--- src/hdl/fdct_8x8_fast_integer_assert.svh ---
// Assertion helpers for the DCT block
`ifndef FDCT_8X8_FAST_INTEGER_ASSERT_SVH
`define FDCT_8X8_FAST_INTEGER_ASSERT_SVH

// same-cycle implication
`define FDCT_ASSERT_IMPL(label, a, c) \
  label: assert property (@(posedge clk) disable iff (!rst_n) (a) |-> (c)) \
    else $error("fdct assertion failed");

// next-cycle implication
`define FDCT_ASSERT_NEXT(label, a, c) \
  label: assert property (@(posedge clk) disable iff (!rst_n) (a) |=> (c)) \
    else $error("fdct assertion failed");

`endif

--- src/hdl/fdct_pkg.sv ---
`default_nettype none
package fdct_pkg;
  localparam int DW = 22;
  typedef logic signed [DW-1:0] data_t;
  typedef logic signed [9:0] coef_t;

  localparam coef_t C_0_382 = 10'sd98;
  localparam coef_t C_0_541 = 10'sd139;
  localparam coef_t C_0_707 = 10'sd181;
  localparam coef_t C_1_306 = 10'sd334;
  localparam data_t LEVEL_OFFSET = 22'sd1024;

  typedef struct packed {
    logic       ld_en;
    logic [2:0] ld_idx;
    logic       go;
    logic       dc_en;
  } aan_cmd_t;
endpackage
`default_nettype wire

--- src/hdl/fdct_8x8_fast_integer.sv ---
`default_nettype none
// 8x8 forward DCT, fast integer (AAN) flow.
// Input: in_valid/in_ready carry one 8-bit pixel word per accepted cycle, row-major.
// in_ready is high while a block is being collected, one word per cycle.
// After the 64th pixel the block is transformed: 8 row passes from the pixel
// memory into a work memory, then 8 column passes in place there, each pass
// loading, running the shared multiplier unit and writing back; no input is taken.
// The 64 coefficients then leave on out_valid/out_ready in natural order,
// out_last on index 63; each word is read from memory, then held until taken.
// A stalled receiver holds the current word; nothing is dropped.
// After the last coefficient is taken, in_ready returns the next cycle.
// Reset (rst_n low, synchronous) returns to collecting with an empty block.
module fdct_8x8_fast_integer (
  input  wire logic               clk,
  input  wire logic               rst_n,
  input  wire logic               in_valid,
  output logic                    in_ready,
  input  wire logic [7:0]         in_pixel,
  output logic                    out_valid,
  input  wire logic               out_ready,
  output logic signed [15:0]      out_coefficient,
  output logic [5:0]              out_coeff_index,
  output logic                    out_last
);
  import fdct_pkg::*;

  localparam logic [2:0] ST_FILL  = 3'd0;
  localparam logic [2:0] ST_LOAD  = 3'd1;
  localparam logic [2:0] ST_WAIT  = 3'd2;
  localparam logic [2:0] ST_STORE = 3'd3;
  localparam logic [2:0] ST_RD    = 3'd4;
  localparam logic [2:0] ST_SEND  = 3'd5;

  logic [2:0] state_r, state_nxt;
  logic [5:0] cnt_r, cnt_nxt;
  logic [3:0] pass_r, pass_nxt;
  logic [3:0] k_r, k_nxt;

  logic [7:0]         sample_mem [64];
  logic signed [15:0] work_mem [64];
  logic [7:0]         srd_r;
  logic signed [15:0] wrd_r;
  logic [5:0]         pass_addr, rd_addr;
  logic [2:0]         kk;
  logic               in_acc, out_acc, done;
  aan_cmd_t           cmd;
  logic signed [15:0] ld_data, y_data;

  assign in_acc  = in_valid && in_ready;
  assign out_acc = out_valid && out_ready;
  assign kk      = (state_r == ST_LOAD) ? k_r[2:0] : k_r[2:0];
  assign pass_addr = pass_r[3] ? {kk, pass_r[2:0]} : {pass_r[2:0], kk};
  assign rd_addr   = (state_r == ST_LOAD) ? pass_addr : cnt_r;

  always_ff @(posedge clk) begin
    if (state_r == ST_FILL && in_acc) sample_mem[cnt_r] <= in_pixel;
    if (state_r == ST_STORE) work_mem[pass_addr] <= y_data;
    srd_r <= sample_mem[rd_addr];
    wrd_r <= work_mem[rd_addr];
  end

  assign ld_data = pass_r[3] ? wrd_r : $signed({8'd0, srd_r});

  always_comb begin
    cmd.ld_en  = (state_r == ST_LOAD) && (k_r != 4'd0);
    cmd.ld_idx = 3'(k_r - 4'd1);
    cmd.go     = (state_r == ST_LOAD) && (k_r == 4'd8);
    cmd.dc_en  = !pass_r[3];
  end

  fdct_aan1d u_aan (
    .clk     (clk),
    .rst_n   (rst_n),
    .cmd     (cmd),
    .ld_data (ld_data),
    .rd_idx  (k_r[2:0]),
    .y_data  (y_data),
    .done    (done)
  );

  always_comb begin
    state_nxt = state_r;
    cnt_nxt   = cnt_r;
    pass_nxt  = pass_r;
    k_nxt     = k_r;
    unique case (state_r)
      ST_FILL: if (in_acc) begin
        cnt_nxt = cnt_r + 6'd1;
        if (cnt_r == 6'd63) begin
          state_nxt = ST_LOAD;
          pass_nxt  = '0;
          k_nxt     = '0;
        end
      end
      ST_LOAD: begin
        if (k_r == 4'd8) begin
          state_nxt = ST_WAIT;
          k_nxt     = '0;
        end else begin
          k_nxt = k_r + 4'd1;
        end
      end
      ST_WAIT: if (done) state_nxt = ST_STORE;
      ST_STORE: begin
        k_nxt = k_r + 4'd1;
        if (k_r == 4'd7) begin
          k_nxt = '0;
          if (pass_r == 4'd15) begin
            state_nxt = ST_RD;
            cnt_nxt   = '0;
          end else begin
            pass_nxt  = pass_r + 4'd1;
            state_nxt = ST_LOAD;
          end
        end
      end
      ST_RD: state_nxt = ST_SEND;
      ST_SEND: if (out_acc) begin
        cnt_nxt   = cnt_r + 6'd1;
        state_nxt = (cnt_r == 6'd63) ? ST_FILL : ST_RD;
      end
      default: state_nxt = ST_FILL;
    endcase
  end

  always_ff @(posedge clk) begin
    if (!rst_n) begin
      state_r <= ST_FILL;
      cnt_r   <= '0;
      pass_r  <= '0;
      k_r     <= '0;
    end else begin
      state_r <= state_nxt;
      cnt_r   <= cnt_nxt;
      pass_r  <= pass_nxt;
      k_r     <= k_nxt;
    end
  end

  assign in_ready        = (state_r == ST_FILL);
  assign out_valid       = (state_r == ST_SEND);
  assign out_coefficient = wrd_r;
  assign out_coeff_index = cnt_r;
  assign out_last        = (cnt_r == 6'd63);

`include "fdct_8x8_fast_integer_assert.svh"
  `FDCT_ASSERT_IMPL(a_no_overlap, out_valid, !in_ready)
  `FDCT_ASSERT_NEXT(a_fill_end, in_acc && cnt_r == 6'd63, !in_ready)
  `FDCT_ASSERT_NEXT(a_block_end, out_acc && out_last, in_ready)
  `FDCT_ASSERT_NEXT(a_unit_done, state_r == ST_WAIT && done, state_r == ST_STORE)
endmodule
`default_nettype wire

--- src/hdl/fdct_aan1d.sv ---
`default_nettype none
module fdct_aan1d (
  input  wire logic                clk,
  input  wire logic                rst_n,
  input  wire fdct_pkg::aan_cmd_t  cmd,
  input  wire logic signed [15:0]  ld_data,
  input  wire logic [2:0]          rd_idx,
  output logic signed [15:0]       y_data,
  output logic                     done
);
  import fdct_pkg::*;

  localparam logic [2:0] U_IDLE = 3'd0;
  localparam logic [2:0] U_BUT  = 3'd1;
  localparam logic [2:0] U_M0   = 3'd2;
  localparam logic [2:0] U_M1   = 3'd3;
  localparam logic [2:0] U_M2   = 3'd4;
  localparam logic [2:0] U_M3   = 3'd5;
  localparam logic [2:0] U_M4   = 3'd6;
  localparam logic [2:0] U_Y    = 3'd7;

  logic [2:0] st_r, st_nxt;
  data_t x_r [8];
  data_t y_r [8];
  data_t e0_r, e1_r, e2_r, e3_r, a_r, b_r, c_r, d07_r;
  data_t r_r, rot_r, ka_r, kc_r, mb_r;
  logic  dc_r;
  data_t op;
  coef_t k;
  logic signed [DW+9:0] prod;
  data_t sh;
  data_t ka, kc, hi, lo;

  always_comb begin
    st_nxt = st_r;
    unique case (st_r)
      U_IDLE:  if (cmd.go) st_nxt = U_BUT;
      U_Y:     st_nxt = U_IDLE;
      default: st_nxt = st_r + 3'd1;
    endcase
  end

  always_ff @(posedge clk) begin
    if (!rst_n) st_r <= U_IDLE;
    else st_r <= st_nxt;
  end

  // shared constant multiplier, floor shift of 8
  always_comb begin
    unique case (st_r)
      U_M0:    begin op = e2_r + e3_r; k = C_0_707; end
      U_M1:    begin op = a_r - c_r;   k = C_0_382; end
      U_M2:    begin op = a_r;         k = C_0_541; end
      U_M3:    begin op = c_r;         k = C_1_306; end
      default: begin op = b_r;         k = C_0_707; end
    endcase
    prod = op * k;
    sh   = data_t'(prod >>> 8);
    ka   = ka_r + rot_r;
    kc   = kc_r + rot_r;
    hi   = d07_r + mb_r;
    lo   = d07_r - mb_r;
  end

  always_ff @(posedge clk) begin
    if (cmd.ld_en) x_r[cmd.ld_idx] <= data_t'(ld_data);
    if (cmd.go) dc_r <= cmd.dc_en;
    unique case (st_r)
      U_BUT: begin
        e0_r  <= (x_r[0] + x_r[7]) + (x_r[3] + x_r[4]);
        e3_r  <= (x_r[0] + x_r[7]) - (x_r[3] + x_r[4]);
        e1_r  <= (x_r[1] + x_r[6]) + (x_r[2] + x_r[5]);
        e2_r  <= (x_r[1] + x_r[6]) - (x_r[2] + x_r[5]);
        a_r   <= (x_r[3] - x_r[4]) + (x_r[2] - x_r[5]);
        b_r   <= (x_r[2] - x_r[5]) + (x_r[1] - x_r[6]);
        c_r   <= (x_r[1] - x_r[6]) + (x_r[0] - x_r[7]);
        d07_r <= x_r[0] - x_r[7];
      end
      U_M0: r_r   <= sh;
      U_M1: rot_r <= sh;
      U_M2: ka_r  <= sh;
      U_M3: kc_r  <= sh;
      U_M4: mb_r  <= sh;
      U_Y: begin
        y_r[0] <= e0_r + e1_r - (dc_r ? LEVEL_OFFSET : '0);
        y_r[4] <= e0_r - e1_r;
        y_r[2] <= e3_r + r_r;
        y_r[6] <= e3_r - r_r;
        y_r[5] <= lo + ka;
        y_r[3] <= lo - ka;
        y_r[1] <= hi + kc;
        y_r[7] <= hi - kc;
      end
      default: ;
    endcase
  end

  assign y_data = y_r[rd_idx][15:0];
  assign done   = (st_r == U_Y);
endmodule
`default_nettype wire

--- config.mk ---
export PLATFORM = sky130hd
export DESIGN_NAME = fdct_8x8_fast_integer
export DESIGN_NICKNAME = d
export VERILOG_FILES = /design/src/hdl/fdct_pkg.sv /design/src/hdl/fdct_8x8_fast_integer.sv /design/src/hdl/fdct_aan1d.sv
export VERILOG_INCLUDE_DIRS = /design/src /design/src/hdl
export SDC_FILE = /design/constraint.sdc
export NUM_CORES = 2
export LEC_CHECK = 0
export ABC_AREA = 1
export CELL_PAD_IN_SITES_DETAIL_PLACEMENT = 1
export CELL_PAD_IN_SITES_GLOBAL_PLACEMENT = 2
export CORE_MARGIN = 2
export CORE_UTILIZATION = 40
export CTS_BUF_LIST = sky130_fd_sc_hd__clkbuf_16
export CTS_CLUSTER_SIZE = 40
export DETAILED_ROUTE_END_ITERATION = 8
export DONT_BUFFER_PORTS = 1
export GPL_ROUTABILITY_DRIVEN = 0
export GPL_TIMING_DRIVEN = 0
export PLACE_DENSITY_LB_ADDON = 0.2
export SKIP_CTS_REPAIR_TIMING = 1
export SYNTH_ARGS = -nofsm -noshare
export SYNTH_HDL_FRONTEND = slang
export SYNTH_SLANG_ARGS = --single-unit
--- constraint.sdc ---
create_clock -name clk -period 7.4 [get_ports clk]
set_clock_uncertainty 0.1 [all_clocks]
set_input_delay 0.37 -clock clk [delete_from_list [all_inputs] [get_ports clk]]
set_output_delay 0.37 -clock clk [all_outputs]
set_load 0.01 [all_outputs]
=== Word level (Yosys, flattened, before mapping) ===
Memory sizes are Yosys's and may differ from the RTL's. A register that Yosys moved wholly into a read port is not among the register bits.
Index checks and enable logic that the tools add are counted.

* Flip-flop bits (word level): 307
* Bits in latches: 0
* RAM bits: 1888
* Bits in read-only memories: 0
* Input bits: 12
* Output and inout port bits: 25
* Word-level logic and storage cells: 140
* Memories kept: 4

{| class="wikitable"
|+ Memories
! memory !! words !! width !! read ports !! clocked after memory_dff !! wr ports !! line !! source
|-
| work_mem || 64 || 16 || 1 || 1 || 1 || fdct_8x8_fast_integer.sv:40 || <nowiki>logic signed [15:0] work_mem [64];</nowiki>
|-
| sample_mem || 64 || 8 || 1 || 1 || 1 || fdct_8x8_fast_integer.sv:39 || <nowiki>logic [7:0] sample_mem [64];</nowiki>
|-
| u_aan.x_r || 8 || 22 || 8 || 0 || 1 || fdct_aan1d.sv:23 || <nowiki>data_t x_r [8];</nowiki>
|-
| u_aan.y_r || 8 || 22 || 1 || 1 || 8 || fdct_aan1d.sv:24 || <nowiki>data_t y_r [8];</nowiki>
|}

* Add/subtract/negate cells: 35
* Multiply operators: 1
* Divide/modulo/power cells: 0
* $lt $le $gt $ge: 0
* Eq/ne operators: 25
* Shifts and indexed selects: 0
* Muxes and demuxes: 40
* Bitwise operators: 0
* Reduce and logical (&&, ||, !) cells: 16

{| class="wikitable"
|+ Operators by type and width
! operator !! number
|-
| adder 22 bit || 17
|-
| subtractor 22 bit || 13
|-
| case mux 22 bit (4 select lines) || 1
|-
| 2-to-1 mux 6 bit || 6
|-
| 2-to-1 mux 3 bit || 11
|-
| multiplier 22 x 10 -> 30 bit || 1
|-
| case mux 9 bit (3 select lines) || 1
|-
| 2-to-1 mux 4 bit || 6
|-
| equality test 3 bit, second input constant || 6
|-
| case mux 3 bit (6 select lines) || 1
|-
| case mux 6 bit (3 select lines) || 1
|-
| 2-to-1 mux 16 bit || 1
|-
| equality test 3 x 2 -> 1 bit, second input constant || 4
|-
| != test 2 x 1 -> 1 bit, second input constant || 6
|-
| case mux 4 bit (3 select lines) || 1
|-
| 2-to-1 mux 11 bit || 1
|-
| AND reduction 5 bit || 2
|-
| adder 4 x 1 -> 4 bit, second input constant || 2
|-
| equality test 4 bit, second input constant || 2
|-
| 2-to-1 mux 1 bit || 8
|-
| case mux 4 bit (2 select lines) || 1
|-
| adder 6 x 1 -> 6 bit, second input constant || 1
|-
| equality test 3 x 1 -> 1 bit, second input constant || 2
|-
| equality test 6 bit, second input constant || 1
|-
| 13 further kinds || 21
|}

=== Depth between registers and ports, before layout ===
* Depth in word-level cells: 6
* Gate-level depth with buffers: 37
* Mapped depth without buffers: 37

=== Modules after synthesis ===
A second synthesis with hierarchy kept.

* Cell total of the unflattened synthesis: 11833
* Area total of the unflattened synthesis: 113167.3 µm²

{| class="wikitable"
|+ Modules (own cells, without submodules)
! module !! times used !! cells each !! area an instance (µm²) !! sequential area each (µm²)
|-
| fdct_8x8_fast_integer || 1 || 6797 || 69519.2 || 46945.0
|-
| fdct_aan1d || 1 || 5036 || 43648.1 || 14744.1
|}

=== Least setup slack after synthesis ===
OpenSTA, ideal clock, no wires.

* Kind: register to register
* Start: register u_aan.st_r[1]
* End: register u_aan.a_r[0], enable pin
* Setup time: 0.678 ns
* Arrival time: 7.146 ns
* Data required time: 6.622 ns
* Setup slack: -0.525 ns
* Cell stages (with the launch flop): 5
* Path buffers: 0
* Period minus slack after synthesis: 7.925 ns
* Cells stage by stage: dfxtp_1 inv_1 ha_1 inv_1 nor2_1

* Longest elaborated chain between the ends: 1

{| class="wikitable"
|+ Ends and longest elaborated chain
! item !! line !! source
|-
| from (decl) || fdct_aan1d.sv:22 || <nowiki>logic [2:0] st_r, st_nxt;</nowiki>
|-
| from (signal assigned) || fdct_aan1d.sv:45 || <nowiki>else st_r <= st_nxt;</nowiki>
|-
| equality test 3 x 1 -> 1 bit || fdct_aan1d.sv:68 || <nowiki>unique case (st_r)</nowiki>
|-
| to (signal assigned) || fdct_aan1d.sv:74 || <nowiki>a_r <= (x_r[3] - x_r[4]) + (x_r[2] - x_r[5]);</nowiki>
|-
| to (decl) || fdct_aan1d.sv:25 || <nowiki>data_t e0_r, e1_r, e2_r, e3_r, a_r, b_r, c_r, d07_r;</nowiki>
|}

No other way between the ends.
A chain may end at the register's enable or synchronous reset.

=== Worst setup path after layout ===
* Start: register u_aan.e3_r[3]
* End: register u_aan.mb_r[15], data pin

* Longest elaborated chain between the ends: 3

{| class="wikitable"
|+ Ends and longest elaborated chain
! item !! line !! source
|-
| from (decl) || fdct_aan1d.sv:25 ||
|-
| from (signal assigned) || fdct_aan1d.sv:71 || <nowiki>e3_r <= (x_r[0] + x_r[7]) - (x_r[3] + x_r[4]);</nowiki>
|-
| adder 22 bit || fdct_aan1d.sv:51 || <nowiki>U_M0: begin op = e2_r + e3_r; k = C_0_707; end</nowiki>
|-
| case mux 22 bit (4 select lines) || fdct_aan1d.sv:50 || <nowiki>unique case (st_r)</nowiki>
|-
| multiplier 22 x 10 -> 30 bit || fdct_aan1d.sv:57 || <nowiki>prod = op * k;</nowiki>
|-
| net u_aan.prod[23] || fdct_aan1d.sv:30 || <nowiki>logic signed [DW+9:0] prod;</nowiki>
|-
| to (signal assigned) || fdct_aan1d.sv:83 || <nowiki>U_M4: mb_r <= sh;</nowiki>
|-
| to (decl) || fdct_aan1d.sv:26 || <nowiki>data_t r_r, rot_r, ka_r, kc_r, mb_r;</nowiki>
|}

The timed path passes the listed nets, and every way through them passes these cells.

==> impl_summary.txt <==
----------------------------------------------------
[Global route]
  Global routing met3 resource utilization ... between 6 and 7%
  Via count of the first global-routing pass ... 81.1k
  Most Used Layer, Global Route ... met2
  Largest net degree at the start of global routing ... 68
  First-pass GRT wire length ... 601000 um
  Overall routing resource usage ... 31.9%
  Met2 GRT Util ... approximately half
  Initial antenna violation count ... 32
  Met1 layer usage reported by global route ... between 30% and 40%
  Remaining global-route overflow ... 0

[Setup path]
  Critical path capture point type ... register
  Classification of the worst setup path ... register to register
  Critical path required time ... 7.91 ns
  Slowest cell on the critical path ... sky130_fd_sc_hd__fa_1
  WP data arrival ... between 7 and 8 ns
  Max incr delay on CP ... 0.57 ns
  Top fanout value on the critical path ... 5
  Kind of start point of the critical path ... register

[Detailed routing]
  Via/cell ratio ... approximately 5.9
  Count of unresolved DRC violations after routing ... 0
  Iter 0 DRT Violations ... 9130
  Total Wirelength ... 433000 um
  Number of vias in the routed layout ... 79.7k
  Router iterations before antenna repair ... 6
  Final routed wire length divided by cell count ... 32.1 um
  Antenna viol nets, final ... 0

[CTS]
  CTS HTree Levels ... 4
  TritonCTS clock tree ... built
  Number of buffers added by the clock tree synthesis step ... 225
  CTS Root Cell ... sky130_fd_sc_hd__clkbuf_16
  Clock input transition at the sequential cells of the worst setup and hold paths ... around 0.070 ns
  Insertion delay to the later sink of the worst-skew pair ... approximately 0.9 ns
  # clock sinks ... 2072
  Worst-case clock buffer depth ... 3

[Final layout]
  Post-Route Utilization ... 46.6%
  Number of fillers in the final layout ... 27.7k
  Net total in the final layout ... 10.5k
  Synth-to-Final Area Change ... 15.6%
  Most used cells in the layout excluding fill and tap cells ... sky130_fd_sc_hd__edfxtp_1, sky130_fd_sc_hd__nor2_1, sky130_fd_sc_hd__o21ai_0
  Combined area of the multi-input logic cells ... between 30000 and 40000 sq um
  Post-Layout Cell Count ... between 10k and 15k
  Register Area ... between 60000 and 70000 sq um
  Fraction of layout instances using a drive strength above 1 ... 9.17%
  Leading cell type in the layout, fill and taps excluded ... sky130_fd_sc_hd__edfxtp_1

[Synthesis]
  Syn Nets ... 10.1k
  Dominant combinational cell family by area after synthesis ... compound AO/OA/AOI/OAI gates
  Post-synthesis xor/xnor area fraction ... 3.53%
  Warnings from Yosys ... 0
  Count of distinct cell types in the synthesized netlist ... 57
  Area share of the largest cell type after synthesis ... 58.0%
  Largest area contributor in the netlist ... sky130_fd_sc_hd__edfxtp_1
  Synthesized area per cell ... 11.1 sq um
  Seq cells post-synth ... 2072
  Most frequently used flop master after synthesis ... sky130_fd_sc_hd__edfxtp_1
  Post-synthesis instance area ... 105000 sq um
  Mux contribution to synthesized area ... 0%
  Synth Area in Simple Gates ... 9.78%
  Adder-cell share of the synthesized area ... 9.84%
  Gate Count Post-Synth ... about 9.4k
  Async set-reset flop share out of synthesis ... 0%
  Most area-consuming cells after synthesis ... sky130_fd_sc_hd__edfxtp_1, sky130_fd_sc_hd__ha_1, sky130_fd_sc_hd__o21ai_0
  Sequential-to-total area share from yosys stat ... 58.9%
  Number of synthesized flops with an enable pin ... 2025
  Compound-gate portion of the synthesized area ... 13.0%

[Timing]
  Count of pins over their slew limit ... 85
  Final critical delay including setup and external delays ... 7.22 ns
  Maximum achievable frequency ... 139 MHz
  Tightest hold margin ... 0.0464 ns
  Count of endpoints failing setup in the final report ... 0
  Total count of hold-check failures in the final report ... 0
  RSZ-0062 raised after global routing ... yes
  Setup ws final ... 0.183 ns
  Tightest Pin Transition ... 1.67 ns
  Headroom to the max-slew limit ... -11.1%
  Final clock period utilization by the worst path ... a little over nine tenths

[Floorplan]
  Floorplan Core Area ... about 260000 sq um
  Starting Density ... between 40% and 50%
  I/O pin total ... 37
  Die height ... 516 um
  X dimension of the die ... roughly 520 um
  Row count ... approximately 190
  Die area ... 266000 sq um

[Power and ir drop]
  Total power after layout ... between 50 and 60 mW
  PD cells ... 420 nW/um^2
  Worst IR drop on VDD ... about 1.5 mV
  Leakage power ... 44.6 nW

[Placement]
  Hpwl dp ... 319000 um
  Count of buffers inserted at the top-level ports ... 0
  Total placed cells including tap cells ... about 13k
  Post-Place Worst Slack ... -1.82 ns

[Run status]
  Violated checks ... capacitance limit, slew limit
  Outcome ... complete, but fails checks

[Worst hold path]
  Classification of the worst-slack hold path ... input port to register

[Run]
  Number of max-cap violations ... 8

----------------------------------------------------
[synthesized netlist by cell type (3+ instances only)]
| master | instances |
|---|---|
| sky130_fd_sc_hd__o22ai_1 | 208 |
| sky130_fd_sc_hd__or2_2 | 14 |
| sky130_fd_sc_hd__nand4_1 | 34 |
| sky130_fd_sc_hd__a21boi_0 | 24 |
| sky130_fd_sc_hd__inv_2 | 13 |
| sky130_fd_sc_hd__nor2_1 | 1311 |
| sky130_fd_sc_hd__nor3_1 | 33 |
| sky130_fd_sc_hd__xnor2_1 | 62 |
| sky130_fd_sc_hd__o211ai_1 | 200 |
| sky130_fd_sc_hd__a211oi_1 | 6 |
| sky130_fd_sc_hd__a21oi_1 | 453 |
| sky130_fd_sc_hd__a221oi_1 | 15 |
| sky130_fd_sc_hd__nand2_2 | 5 |
| sky130_fd_sc_hd__buf_6 | 8 |
| sky130_fd_sc_hd__edfxtp_1 | 2025 |
| sky130_fd_sc_hd__o21ai_0 | 1010 |
| sky130_fd_sc_hd__o221ai_1 | 196 |
| sky130_fd_sc_hd__o21bai_1 | 53 |
| sky130_fd_sc_hd__clkbuf_1 | 320 |
| sky130_fd_sc_hd__o21ai_1 | 28 |
| sky130_fd_sc_hd__buf_2 | 81 |
| sky130_fd_sc_hd__nand2_1 | 782 |
| sky130_fd_sc_hd__fa_1 | 167 |
| sky130_fd_sc_hd__a21o_1 | 21 |
| sky130_fd_sc_hd__o31ai_1 | 21 |
| sky130_fd_sc_hd__o21ai_2 | 7 |
| sky130_fd_sc_hd__nand3b_1 | 7 |
| sky130_fd_sc_hd__nor4_1 | 5 |
| sky130_fd_sc_hd__and2_1 | 5 |
| sky130_fd_sc_hd__inv_1 | 897 |
| sky130_fd_sc_hd__a221oi_2 | 6 |
| sky130_fd_sc_hd__ha_1 | 557 |
| sky130_fd_sc_hd__dfxtp_1 | 47 |
| sky130_fd_sc_hd__a21boi_1 | 12 |
| sky130_fd_sc_hd__xor2_1 | 361 |
| sky130_fd_sc_hd__a311oi_1 | 3 |
| sky130_fd_sc_hd__nand3_1 | 340 |
| sky130_fd_sc_hd__a31oi_1 | 34 |
| sky130_fd_sc_hd__buf_1 | 12 |
[power by group]
group | switching, mW | leakage [nW] | total (mW) | internal (mW)
sequential | 0.334 | 18.6 | 15.7 | 15.4
combinational | 17.2 | 22.3 | 23.9 | 6.69
clock | 5.09 | 3.78 | 11.4 | 6.27
total | 22.6 | 44.6 | 50.9 | 28.3
[worst max-delay path: cells and delay by family, from the launching register on]
kind / cells / cell delay (ns)
flip-flops: 1 / 0.51
adder cells (fa/ha/maj): 7 / 3.03
AND/OR/NAND/NOR: 16 / 1.92
AO/OA/AOI/OAI: 5 / 0.86
buffers and inverters: 6 / 0.50
[cells by family (layout without fill, tap and decap cells)]
kind of cell / count (synthesis) / count (layout)
and+or+nand+nor: 2545 / 2545
AOI/OAI and AO/OA: 2308 / 2308
DFF: 2072 / 2072
buffers and inverters: 1335 / 1926
adders and majority gates: 724 / 724
xor gates and xnor gates: 423 / 423
other: 0 / 16
[cell type report]
cell class                 instances  area share, %
antenna                           16         0.0330
buffer                           422           1.48
clock buffer                     230           4.75
clock inverter                   191           1.37
inverter                         912           2.84
multi-input combinational       6000           32.8
sequential                      2072           51.0
tap                             3496           3.61
timing repair buffer             171           2.19
[stage by stage]
| step | area (sq um) | setup TNS, ns |
|---|---|---|
| 2_1_floorplan | 105000 | 0 |
| 3_3_place_gp | 109000 | -811.71 |
| 3_5_place_dp | 112000 | -115.30 |
| 4_1_cts | 119000 | -115.33 |
| 5_1_grt | 121000 | -1.70 |
| 6_report | 121000 | 0 |
[registers in the layout, indices dropped and copies added (netlist names), 8 cells and up, named ones only]
signal / count
work_mem: 1024
sample_mem: 512
u_aan.x_r: 128
u_aan.y_r: 124
u_aan.a_r: 22
u_aan.b_r: 22
u_aan.c_r: 22
u_aan.e2_r: 22
u_aan.e3_r: 22
out_coefficient: 16
u_aan.d07_r: 16
u_aan.ka_r: 16
u_aan.kc_r: 16
u_aan.mb_r: 16
u_aan.r_r: 16
u_aan.rot_r: 16
u_aan.e0_r: 15
u_aan.e1_r: 15
srd_r: 8
[worst paths after layout]
path | from | endpoint | slack (ns) | depth (start not counted)
setup / recovery | u_aan.e3_r[3] | u_aan.mb_r[15] | 0.18 | 34
setup reg to reg | u_aan.e3_r[3] | u_aan.mb_r[15] | 0.18 | 34
hold reg to reg | u_aan.st_r[1] | u_aan.st_r[1] | 0.40 | 2
hold / removal | in_valid | pass_r[3] | 0.05 | 4
[routing by layer]
layer  part of all wire, %  vias to the layer above
li1                      -                    34200
met1                    38                    40700
met2                    46                     3727
met3                   8.1                     1018
met4                   7.1                       18
met5                 0.027                        -
Note: power is estimated with default switching activity, not from simulation.
